`config.mk`:
```
export PLATFORM = sky130hd
export DESIGN_NAME = intel_hex_record_encoder_core
export DESIGN_NICKNAME = d
export VERILOG_FILES = /design/src/hw/rtl/ihex_enc_pkg.sv /design/src/hw/rtl/intel_hex_record_encoder_core.sv /design/src/hw/rtl/ihex_enc_char_unit.sv
export SDC_FILE = /design/constraint.sdc
export NUM_CORES = 1
export LEC_CHECK = 0
export BUFFER_PORTS_ARGS = -buffer_cell sky130_fd_sc_hd__buf_2
export CORE_MARGIN = 10
export CORE_UTILIZATION = 55
export CTS_CLUSTER_DIAMETER = 120
export DETAILED_ROUTE_END_ITERATION = 10
export GPL_TIMING_DRIVEN = 0
export HOLD_SLACK_MARGIN = 0.1
export PLACE_DENSITY = 0.82
export SLEW_MARGIN = 20
export SYNTH_ARGS = -nofsm -noshare
export SYNTH_HDL_FRONTEND = slang
export SYNTH_SLANG_ARGS = --single-unit
```
`constraint.sdc`:
```
create_clock -name clk -period 10 [get_ports clk]
set_input_delay 0.5 -clock clk [delete_from_list [all_inputs] [get_ports clk]]
set_output_delay 0.5 -clock clk [all_outputs]
set_load 0.01 [all_outputs]
```
`src/hw/rtl/ihex_enc_pkg.sv`:
```
package ihex_enc_pkg;

    localparam int WORDS_PER_RECORD = 4;

    // word count held in the buffer, 0 .. WORDS_PER_RECORD
    localparam int CNT_W = $clog2(WORDS_PER_RECORD + 1);
    localparam int IDX_W = (WORDS_PER_RECORD > 1) ? $clog2(WORDS_PER_RECORD) : 1;
    // byte position inside a record: count, address, type, payload, checksum
    localparam int POS_W = $clog2(4 * WORDS_PER_RECORD + 6);
    localparam int WIDX_W = 14;

    localparam logic [31:0] BASE_RESET = 32'h2001_0000;

    localparam logic [1:0] MODE_WORD  = 2'd0;
    localparam logic [1:0] MODE_FLUSH = 2'd1;
    localparam logic [1:0] MODE_END   = 2'd2;

    localparam logic [7:0] REC_DATA      = 8'h00;
    localparam logic [7:0] REC_EOF       = 8'h01;
    localparam logic [7:0] REC_EXT_LIN   = 8'h04;
    localparam logic [7:0] REC_START_LIN = 8'h05;

    localparam logic [7:0] ASCII_COLON = 8'h3A;
    localparam logic [7:0] ASCII_CR    = 8'h0D;
    localparam logic [7:0] ASCII_LF    = 8'h0A;

    typedef enum logic [2:0] {
        CH_COLON,
        CH_HI,
        CH_LO,
        CH_CR,
        CH_LF
    } char_sel_t;

    typedef struct packed {
        logic      step;
        char_sel_t sel;
        logic      is_sum;
    } char_ctrl_t;

    // uppercase hex digit
    function automatic logic [7:0] hex_char(input logic [3:0] nib);
        logic [7:0] c;
        if (nib < 4'd10)
        begin
            c = 8'h30 + {4'd0, nib};
        end
        else
        begin
            c = 8'h37 + {4'd0, nib};
        end
        return c;
    endfunction

endpackage

```
`src/hw/rtl/intel_hex_record_encoder_core.sv`:
```
// Intel HEX encoder: each input word carries a 32-bit code word in tdata and a mode in
// tuser (0 data word, 1 flush partial record, 2 end of file, 3 ignored). The text comes
// out one ASCII character per output word, tlast marking the last character an input
// word caused. A character sequencer feeds one shared hex/checksum unit, so one character
// is produced per cycle while m_tready is high: a buffered data word with no record due
// produces no text, the word that fills a four-word record its 45-character data record,
// the first data word of a file first brings out the 17-character type 04 record, and end
// of file 34 characters (17 more if no type 04 record went out before).
// s_tready stays low while a record is being emitted. The user writes base_address
// through cfg_we/cfg_wdata only while the block is idle; the block does not enforce this.
module intel_hex_record_encoder_core
    import ihex_enc_pkg::*;
(
    input  logic        clk,
    input  logic        rst_n,
    input  logic        cfg_we,
    input  logic [31:0] cfg_wdata,
    input  logic        s_tvalid,
    output logic        s_tready,
    input  logic [31:0] s_tdata,   // code_word
    input  logic [1:0]  s_tuser,   // mode
    output logic        m_tvalid,
    input  logic        m_tready,
    output logic [7:0]  m_tdata,   // ascii_char
    output logic        m_tlast    // last_char
);

    typedef enum logic [1:0] {
        K_HDR,
        K_DATA,
        K_START,
        K_EOF
    } kind_t;

    typedef enum logic [2:0] {
        P_IDLE,
        P_COLON,
        P_HI,
        P_LO,
        P_CR,
        P_LF
    } phase_t;

    logic [31:0] word_buffer [WORDS_PER_RECORD];

    phase_t             phase_reg, phase_next;
    kind_t              kind_reg, kind_next;
    logic [POS_W-1:0]   pos_reg, pos_next;
    logic [CNT_W-1:0]   count_reg, count_next;
    logic [WIDX_W-1:0]  idx_reg, idx_next;
    logic               hdr_sent_reg, hdr_sent_next;
    logic               pend_data_reg, pend_data_next;
    logic               pend_end_reg, pend_end_next;
    logic [31:0]        base_reg, base_next;
    logic               m_valid_reg, m_valid_next;
    logic [7:0]         m_data_reg, m_data_next;
    logic               m_last_reg, m_last_next;

    logic               in_fire;
    logic               buf_we;
    logic               emit;
    logic [POS_W-1:0]   plen;
    logic [POS_W-1:0]   sum_pos;
    logic [POS_W-1:0]   k;
    logic [15:0]        addr;
    logic [31:0]        sel_word;
    logic [7:0]         field_byte;
    logic [7:0]         ascii_char;
    logic [CNT_W-1:0]   count_inc;
    logic               full;
    logic               has_next;
    kind_t              next_kind;
    char_ctrl_t         ctrl;

    assign s_tready = (phase_reg == P_IDLE);
    assign in_fire  = s_tvalid && s_tready;
    assign emit     = (phase_reg != P_IDLE) && (!m_valid_reg || m_tready);
    assign buf_we   = in_fire && (s_tuser == MODE_WORD);

    assign m_tvalid = m_valid_reg;
    assign m_tdata  = m_data_reg;
    assign m_tlast  = m_last_reg;

    always_ff @(posedge clk)
    begin
        if (buf_we)
        begin
            word_buffer[count_reg[IDX_W-1:0]] <= s_tdata;
        end
    end

    // payload length in bytes of the record under way
    always_comb
    begin
        unique case (kind_reg)
            K_HDR:   plen = POS_W'(2);
            K_DATA:  plen = POS_W'({count_reg, 2'b00});
            K_START: plen = POS_W'(4);
            K_EOF:   plen = '0;
            default: plen = '0;
        endcase
    end

    assign sum_pos  = POS_W'(4) + plen;
    assign k        = pos_reg - POS_W'(4);
    assign addr     = base_reg[15:0] + {idx_reg, 2'b00};
    assign sel_word = word_buffer[k[IDX_W+1:2]];

    always_comb
    begin
        priority if (pos_reg == POS_W'(0))
        begin
            unique case (kind_reg)
                K_HDR:   field_byte = 8'h02;
                K_DATA:  field_byte = 8'({count_reg, 2'b00});
                K_START: field_byte = 8'h04;
                default: field_byte = 8'h00;
            endcase
        end
        else if (pos_reg == POS_W'(1))
        begin
            field_byte = (kind_reg == K_DATA) ? addr[15:8] : 8'h00;
        end
        else if (pos_reg == POS_W'(2))
        begin
            field_byte = (kind_reg == K_DATA) ? addr[7:0] : 8'h00;
        end
        else if (pos_reg == POS_W'(3))
        begin
            unique case (kind_reg)
                K_HDR:   field_byte = REC_EXT_LIN;
                K_DATA:  field_byte = REC_DATA;
                K_START: field_byte = REC_START_LIN;
                default: field_byte = REC_EOF;
            endcase
        end
        else if (kind_reg == K_DATA)
        begin
            // data bytes go out least significant first
            unique case (k[1:0])
                2'd0:    field_byte = sel_word[7:0];
                2'd1:    field_byte = sel_word[15:8];
                2'd2:    field_byte = sel_word[23:16];
                default: field_byte = sel_word[31:24];
            endcase
        end
        else
        begin
            // address records carry the base most significant first
            unique case (k[1:0])
                2'd0:    field_byte = base_reg[31:24];
                2'd1:    field_byte = base_reg[23:16];
                2'd2:    field_byte = base_reg[15:8];
                default: field_byte = base_reg[7:0];
            endcase
        end
    end

    always_comb
    begin
        ctrl.step   = emit;
        ctrl.is_sum = (pos_reg == sum_pos);
        unique case (phase_reg)
            P_COLON: ctrl.sel = CH_COLON;
            P_HI:    ctrl.sel = CH_HI;
            P_LO:    ctrl.sel = CH_LO;
            P_CR:    ctrl.sel = CH_CR;
            default: ctrl.sel = CH_LF;
        endcase
    end

    ihex_enc_char_unit u_char
    (
        .clk        (clk),
        .rst_n      (rst_n),
        .ctrl       (ctrl),
        .field_byte (field_byte),
        .ascii_char (ascii_char)
    );

    // which record follows the one that just ended
    always_comb
    begin
        has_next  = 1'b0;
        next_kind = K_DATA;
        unique case (kind_reg)
            K_HDR:
            begin
                if (pend_data_reg)
                begin
                    has_next  = 1'b1;
                    next_kind = K_DATA;
                end
                else if (pend_end_reg)
                begin
                    has_next  = 1'b1;
                    next_kind = K_START;
                end
            end
            K_START:
            begin
                has_next  = 1'b1;
                next_kind = K_EOF;
            end
            default:
            begin
                has_next = 1'b0;
            end
        endcase
    end

    assign count_inc = count_reg + CNT_W'(1);
    assign full      = (count_inc == CNT_W'(WORDS_PER_RECORD));

    always_comb
    begin
        phase_next     = phase_reg;
        kind_next      = kind_reg;
        pos_next       = pos_reg;
        count_next     = count_reg;
        idx_next       = idx_reg;
        hdr_sent_next  = hdr_sent_reg;
        pend_data_next = pend_data_reg;
        pend_end_next  = pend_end_reg;
        base_next      = cfg_we ? cfg_wdata : base_reg;
        m_valid_next   = m_valid_reg;
        m_data_next    = m_data_reg;
        m_last_next    = m_last_reg;

        if (m_valid_reg && m_tready)
        begin
            m_valid_next = 1'b0;
        end

        if (in_fire)
        begin
            unique case (s_tuser)
                MODE_WORD:
                begin
                    count_next = count_inc;
                    if (!hdr_sent_reg || full)
                    begin
                        phase_next     = P_COLON;
                        pos_next       = '0;
                        kind_next      = hdr_sent_reg ? K_DATA : K_HDR;
                        pend_data_next = full;
                        pend_end_next  = 1'b0;
                        hdr_sent_next  = 1'b1;
                    end
                end
                MODE_FLUSH:
                begin
                    if (count_reg != '0)
                    begin
                        phase_next     = P_COLON;
                        pos_next       = '0;
                        kind_next      = hdr_sent_reg ? K_DATA : K_HDR;
                        pend_data_next = 1'b1;
                        pend_end_next  = 1'b0;
                        hdr_sent_next  = 1'b1;
                    end
                end
                MODE_END:
                begin
                    // buffered words are dropped and the file state starts over
                    phase_next     = P_COLON;
                    pos_next       = '0;
                    kind_next      = hdr_sent_reg ? K_START : K_HDR;
                    pend_data_next = 1'b0;
                    pend_end_next  = 1'b1;
                    hdr_sent_next  = 1'b0;
                    count_next     = '0;
                    idx_next       = '0;
                end
                default:
                begin
                    phase_next = P_IDLE;
                end
            endcase
        end

        if (emit)
        begin
            m_valid_next = 1'b1;
            m_data_next  = ascii_char;
            m_last_next  = 1'b0;
            unique case (phase_reg)
                P_COLON:
                begin
                    phase_next = P_HI;
                end
                P_HI:
                begin
                    phase_next = P_LO;
                end
                P_LO:
                begin
                    if (pos_reg == sum_pos)
                    begin
                        phase_next = P_CR;
                    end
                    else
                    begin
                        phase_next = P_HI;
                        pos_next   = pos_reg + POS_W'(1);
                    end
                end
                P_CR:
                begin
                    phase_next = P_LF;
                end
                default:
                begin
                    if (kind_reg == K_DATA)
                    begin
                        idx_next       = idx_reg + WIDX_W'(count_reg);
                        count_next     = '0;
                        pend_data_next = 1'b0;
                    end
                    pos_next = '0;
                    if (has_next)
                    begin
                        phase_next = P_COLON;
                        kind_next  = next_kind;
                    end
                    else
                    begin
                        phase_next     = P_IDLE;
                        pend_data_next = 1'b0;
                        pend_end_next  = 1'b0;
                        m_last_next    = 1'b1;
                    end
                end
            endcase
        end
    end

    always_ff @(posedge clk or negedge rst_n)
    begin
        if (!rst_n)
        begin
            phase_reg     <= P_IDLE;
            kind_reg      <= K_HDR;
            pos_reg       <= '0;
            count_reg     <= '0;
            idx_reg       <= '0;
            hdr_sent_reg  <= 1'b0;
            pend_data_reg <= 1'b0;
            pend_end_reg  <= 1'b0;
            base_reg      <= BASE_RESET;
            m_valid_reg   <= 1'b0;
            m_data_reg    <= 8'd0;
            m_last_reg    <= 1'b0;
        end
        else
        begin
            phase_reg     <= phase_next;
            kind_reg      <= kind_next;
            pos_reg       <= pos_next;
            count_reg     <= count_next;
            idx_reg       <= idx_next;
            hdr_sent_reg  <= hdr_sent_next;
            pend_data_reg <= pend_data_next;
            pend_end_reg  <= pend_end_next;
            base_reg      <= base_next;
            m_valid_reg   <= m_valid_next;
            m_data_reg    <= m_data_next;
            m_last_reg    <= m_last_next;
        end
    end

endmodule

```
`src/hw/rtl/ihex_enc_char_unit.sv`:
```
module ihex_enc_char_unit
    import ihex_enc_pkg::*;
(
    input  logic       clk,
    input  logic       rst_n,
    input  char_ctrl_t ctrl,
    input  logic [7:0] field_byte,
    output logic [7:0] ascii_char
);

    logic [7:0] checksum_reg;
    logic [7:0] checksum_next;
    logic [7:0] byte_val;

    // the checksum field is the two's complement of the running byte sum
    assign byte_val = ctrl.is_sum ? (8'd0 - checksum_reg) : field_byte;

    always_comb
    begin
        unique case (ctrl.sel)
            CH_COLON: ascii_char = ASCII_COLON;
            CH_HI:    ascii_char = hex_char(byte_val[7:4]);
            CH_LO:    ascii_char = hex_char(byte_val[3:0]);
            CH_CR:    ascii_char = ASCII_CR;
            CH_LF:    ascii_char = ASCII_LF;
            default:  ascii_char = ASCII_LF;
        endcase
    end

    // the sum is held across the checksum field so both its digits see it
    always_comb
    begin
        checksum_next = checksum_reg;
        if (ctrl.step)
        begin
            if (ctrl.sel == CH_COLON)
            begin
                checksum_next = 8'd0;
            end
            else if ((ctrl.sel == CH_HI) && !ctrl.is_sum)
            begin
                checksum_next = checksum_reg + byte_val;
            end
        end
    end

    always_ff @(posedge clk or negedge rst_n)
    begin
        if (!rst_n)
        begin
            checksum_reg <= 8'd0;
        end
        else
        begin
            checksum_reg <= checksum_next;
        end
    end

endmodule

```
---- Word-level counts from Yosys, hierarchy flattened ----
Memory sizes are Yosys's and may differ from the RTL's.
Cells that the tools add are included.
storage, ports and cells
  register bits ........................... 80
  bits in latches ......................... 0
  bits in writable memories ............... 128
  memory bits (read-only) ................. 0
  input port bits ......................... 71
  output and inout port bits .............. 11
  logic and storage cells ................. 161
  memories ................................ 1
memory list
  name         words  width  rd ports  clocked after memory_dff  write ports  line                                 RTL
  word_buffer  4      32     1         0                         1            intel_hex_record_encoder_core.sv:44  logic [31:0] word_buffer [WORDS_PER_RECORD];
cells by class
  add/subtract/negate cells ............... 12
  multiply operators ...................... 0
  divide/modulo/power cells ............... 0
  order comparisons ....................... 2
  equal/unequal tests ..................... 23
  shift operators ......................... 0
  muxes and demuxes ....................... 83
  bitwise gates (word level) .............. 0
  reduce and logical (&&, ||, !) cells .... 27
operators by type and width
  cell                   count
  $mux W8                12
  $mux W14               5
  $pmux W8 S3            2
  $pmux W8 S4            1
  $pmux W5 S3            2
  $add A6 B4 Y7 const A  4
  $mux W3                9
  $mux W1                25
  $mux W5                5
  $pmux W3 S4            2
  $pmux W5 S4            1
  $mux W2                9
  $pmux W3 S3            2
  $add A16 B16 Y16       1
  $add A14 B3 Y14        1
  $eq A3 B2 Y1 const B   4
  $eq A5 B2 Y1 const B   2
  $pmux W5 S2            1
  $pmux W1 S3            3
  $reduce_bool A3 Y1     3
  $add A8 B8 Y8          1
  $eq A2 B2 Y1 const B   4
  $lt A4 B4 Y1 const B   2
  $sub A1 B8 Y8 const A  1
  29 further kinds       45

---- Depth between registers and ports, before layout ----
  depth in word-level cells ............... 12
  mapped depth ............................ 27
  gate-level depth less buffers ........... 22

---- Cells and area by module ----
Synthesis repeated with hierarchy kept, for this count alone.
second synthesis, totals
  cell total of the unflattened synthesis .. 850
  area total of the unflattened synthesis .. 10642.7 um2
by module, submodules not included
  module                         instances  cells each  area each (um2)  sequential area each (um2)
  intel_hex_record_encoder_core  1          699         9492.9           5647.9
  ihex_enc_char_unit             1          151         1149.9           200.2

---- Least setup slack after synthesis ----
No wires, ideal clock.
  path kind ............................... reg2reg
  from .................................... register kind_reg[1]
  to ...................................... register u_char.checksum_reg[7]
  setup time .............................. 0.129 ns
  data arrival time ....................... 4.225 ns
  data required time ...................... 9.871 ns
  path slack .............................. 5.646 ns
  cell stages (with the launch flop) ...... 25
  path buffers ............................ 4
  period minus slack after synthesis ...... 4.354 ns
  path through ............................ dfrtp_1 > buf_4 > nand2b_1 > clkbuf_1 > clkbuf_1 > nor2_1 > ha_1 > xnor2_1 > nand4_1 > a211oi_4 > buf_6 > nor3_2 > a311o_4 > inv_1 > ha_1 > a21o_1 > a21oi_1 > o21bai_1 > a21oi_1 > o21bai_1 > a21oi_1 > xor2_1 > nor2b_1 > o21ai_0 > o31ai_1
between the ends
  word-level cells in the longest chain between the ends .. 10
  elaborated cells between the ends (all ways) .. 24
  those cells by class .................... add/sub (2); eq/ne (4); mux (13); reduce/logical (5)
ends and longest elaborated chain
  item                                                                    line                                  RTL
  start: declaration                                                      intel_hex_record_encoder_core.sv:47   kind_t kind_reg, kind_next;
  start signal: assignment                                                intel_hex_record_encoder_core.sv:358  kind_reg <= kind_next;
  parallel branches: the longest is 10 deep, another holds $add A8 B8 Y8  --
  end signal: assignment                                                  ihex_enc_char_unit.sv:55              checksum_reg <= checksum_next;
  end: declaration                                                        ihex_enc_char_unit.sv:11              logic [7:0] checksum_reg;
Parallel ways; which one is timed is not known. The select of a mux whose other input is x is not followed.
A chain may end at the register's enable or synchronous reset.

---- Worst setup path in the final report ----
Same ends and word-level chain as after synthesis.

==> impl_metrics.env <==
export IMPL_overflow=0
export IMPL_crit_path_start="kind_reg[1]"
export IMPL_worst_hold_startpoint="s_tdata[9]"
export IMPL_slew_viol_final=0
export IMPL_p_int_mw=2.07
export IMPL_fmax_mhz=186
export IMPL_crit_top_cell="a21oi_1"
export IMPL_place_gp_congestion=0.925
export IMPL_antenna_left=0
export IMPL_worstPathMaxFanout=10
export IMPL_final_layout_size_suffix_gt1_share_pct=19.8
export IMPL_routed_via_density=6.06
export IMPL_skew_ns=0.0129
export IMPL_fillers=1488
export IMPL_crit_path_cell_trace="buf_4 > nand2b_1 > clkbuf_1 > clkbuf_1 > nor2_1 > ha_1 > xnor2_1 > nand4_1 > a211oi_4 > buf_6 > nor3_2 > a311o_4 > inv_1 > ha_1 > a21o_1 > a21oi_1 > o21bai_1 > a21oi_1 > o21bai_1 > a21oi_1 > xor2_1 > nor2b_1 > o21ai_0 > o31ai_1"
export IMPL_hp_class="input pin to register"
export IMPL_grt_pass1_vias=7945
export IMPL_cts_resized=0
export IMPL_die_width_um=160
export IMPL_antenna_found_initial=0
export IMPL_max_stage_delay_ns=0.53
export IMPL_power_leakage_nw=4.78
export IMPL_status="finished, final reports clean"
export IMPL_max_slew_worst_pin_slew_ns=0.773
export IMPL_drt_initial_drc_count=785
export IMPL_cts_clk_slew_worst_paths_ns=0.06
export IMPL_grt_use_total_pct=20.7
export IMPL_n_antenna_cell=0
export IMPL_grt_pass1_wl_mm=43.2
export IMPL_clock_power_share_pct=23.5
export IMPL_async_flop_share_pct=38.2
export IMPL_clkSinkCount=207
export IMPL_h_tree_depth=1
export IMPL_clock_root_buffer="clkbuf_16"
export IMPL_rows=51
export IMPL_die_y_um=160
export IMPL_cts_tree="done"
export IMPL_swShare_pct=39.2
export IMPL_r2r_start="kind_reg[1]"
export IMPL_post_route_period_util_pct=53.9
export IMPL_drcViolationCount=0
export IMPL_grt_max_degree=46
export IMPL_portBuffers=79
export IMPL_ys_seq_elements=207
export IMPL_power_density_mw_per_mm2=277
export IMPL_rsz0062_at_grt="no"
export IMPL_drt_total_wl_mm=27.1
export IMPL_cts_buffers=22
export IMPL_drv_cap=0
export IMPL_p_sw_mw=1.34
export IMPL_arrival_ns=5.81
export IMPL_start_util_pct=55.5
export IMPL_dieArea_mm2=0.0255
export IMPL_synthDistinctLibCells=84
export IMPL_final_nets=1128
export IMPL_avgSynthCellArea_um2=11.8
export IMPL_irDropWorstVdd_uv=224
export IMPL_first_pass_iters=8
export IMPL_yosysSeqAreaShare_pct=54.2
export IMPL_cp_start_kind="register"
export IMPL_synth_fp_nets=1019
export IMPL_ios=82
export IMPL_cpMaxStageDelayCell="clkbuf_1"
export IMPL_num_vias=7859
export IMPL_wire_per_inst_um=20.9
export IMPL_power_frac_seq_pct=31.1
export IMPL_synth_warnings=0
export IMPL_core_area_mm2=0.0193
export IMPL_power_frac_comb_pct=45.4
export IMPL_worst_path_buf_inv=5
export IMPL_synth_cells=907
export IMPL_period_minus_slack_ns=5.39
export IMPL_dp_hpwl_mm=19.6
export IMPL_worstPathRequired_ns=10.42
export IMPL_synth_enable_flop_cells=128
export IMPL_crit_family="compound AO/OA/AOI/OAI gates"
export IMPL_worstSetupPathType="register to register"
export IMPL_area_delta_synth_final_pct=14.7
export IMPL_cts_path_max_buffers=3
export IMPL_end_kind="register"
export IMPL_largest_register_ffs=128
export IMPL_hold_buffers=1
export IMPL_syn_area_mm2=0.0107
export IMPL_setup_viol=0
export IMPL_hold_viol_final=0
export IMPL_clk_latency_ns=0.52
export IMPL_ys_flop_type="edfxtp_1"
export IMPL_p_total_mw=3.41
export IMPL_cts_setup_buffers=0
export IMPL_max_slew_margin_pct=48.3
export IMPL_setup_tns_final_ns=0
==> worst register-to-register path, stage by stage, from the launching register on <==
cell and delay (ns):
dfrtp_1 0.40, buf_4 0.20, nand2b_1 0.13, clkbuf_1 0.41, clkbuf_1 0.53, nor2_1 0.09
ha_1 0.31, xnor2_1 0.16, nand4_1 0.22, a211oi_4 0.32, buf_6 0.20, nor3_2 0.06
a311o_4 0.44, inv_1 0.08, ha_1 0.22, a21o_1 0.18, a21oi_1 0.22, o21bai_1 0.10
a21oi_1 0.22, o21bai_1 0.09, a21oi_1 0.17, xor2_1 0.21, nor2b_1 0.14, o21ai_0 0.09
o31ai_1 0.09
==> worst paths after layout <==
check / depth (start not counted) / slack [ns] / endpoint
min in group asynchronous: 2 / 0.51 / idx_reg[10]
worst min register to register: 1 / 0.48 / m_tlast
worst min-delay path: 1 / 0.19 / word_buffer[2][9]
max in group asynchronous: 3 / 8.90 / kind_reg[0]
worst max-delay path: 24 / 4.61 / u_char.checksum_reg[7]
worst max register to register: 24 / 4.61 / u_char.checksum_reg[7]
==> synthesized netlist by cell type, types with 17 or more instances <==
| library cell | instances | area (um^2) |
|---|---|---|
| a21oi_1 | 58 | 290 |
| clkbuf_1 | 22 | 82.6 |
| dfrtp_1 | 77 | 1930 |
| edfxtp_1 | 128 | 3840 |
| ha_1 | 38 | 475 |
| inv_1 | 29 | 109 |
| mux2_2 | 36 | 405 |
| mux2i_1 | 38 | 380 |
| nand2_1 | 71 | 267 |
| nand2b_1 | 17 | 106 |
| nand3_1 | 31 | 155 |
| nor2_1 | 67 | 251 |
| o21ai_0 | 43 | 215 |
==> routing by layer <==
| layer | vias to the layer above | routed length, um | GRT usage (%) |
|---|---|---|---|
| met4 | 0 | 712 | 5.69 |
| met3 | 55 | 2190 | 3.88 |
| met2 | 392 | 13100 | 34.5 |
| met5 | - | 0 | 0 |
| met1 | 3797 | 11100 | 27.2 |
| li1 | 3615 | - | - |
==> metrics by stage <==
step	setup slack (ns)	hold WS, ns	instance area (um^2)	utilization, %	std cells
after CTS	4.76	0.177	12300	63.7	1296
after global routing	4.28	0.185	12300	63.7	1296
final	4.61	0.186	12300	63.7	1296
after floorplan	5.65	0.204	10700	-	907
after detailed placement	4.80	0.479	11600	59.9	1256
after global placement	4.88	0.459	11500	59.3	1251
==> cells in the final DEF, fill, tap and decap left out, drive strengths merged, types with 14 or more instances in the layout <==
| cell type | count |
|---|---|
| nand2 | 71 |
| ha | 38 |
| edfxtp | 128 |
| o21ai | 53 |
| nand2b | 17 |
| nand3 | 31 |
| mux2 | 38 |
| nor2 | 68 |
| buf | 103 |
| clkbuf | 53 |
| mux2i | 38 |
| dfrtp | 77 |
| xor2 | 14 |
| a21oi | 59 |
| inv | 31 |
==> power groups by stage <==
| stage | Sequential [mW] | Clock, mW | Combinational, mW |
|---|---|---|---|
| CTS | 1.06 | 0.814 | 1.52 |
| global route | 1.07 | 0.847 | 1.70 |
| global placement | 1.07 | 0 | 1.47 |
| detailed placement | 1.07 | 0 | 1.50 |
| finish | 1.06 | 0.803 | 1.55 |
| floorplan | 1.06 | 0 | 1.12 |
==> cell families after synthesis <==
group / Yosys count / share of synthesized area [%]
AND/OR/NAND/NOR: 246 / 10.9
adder cells (fa/ha/maj): 41 / 4.99
buffers and inverters: 72 / 3.37
XOR/XNOR: 27 / 2.20
multiplexers: 89 / 10.3
other: 1 / 0.0349
flip-flops: 207 / 54.2
AO/OA/AOI/OAI: 224 / 14.0
==> final cells by class <==
class,count,area (um^2),share of cell area (%)
Sequential cell,207,5820,47.3
Tap cell,265,332,2.69
Buffer,41,245,1.99
Clock inverter,8,111,0.904
Inverter,31,116,0.945
Multi-Input combinational cell,628,4560,37.0
Clock buffer,31,604,4.91
Timing Repair Buffer,85,523,4.25
Power figures use the tool's default switching activity.
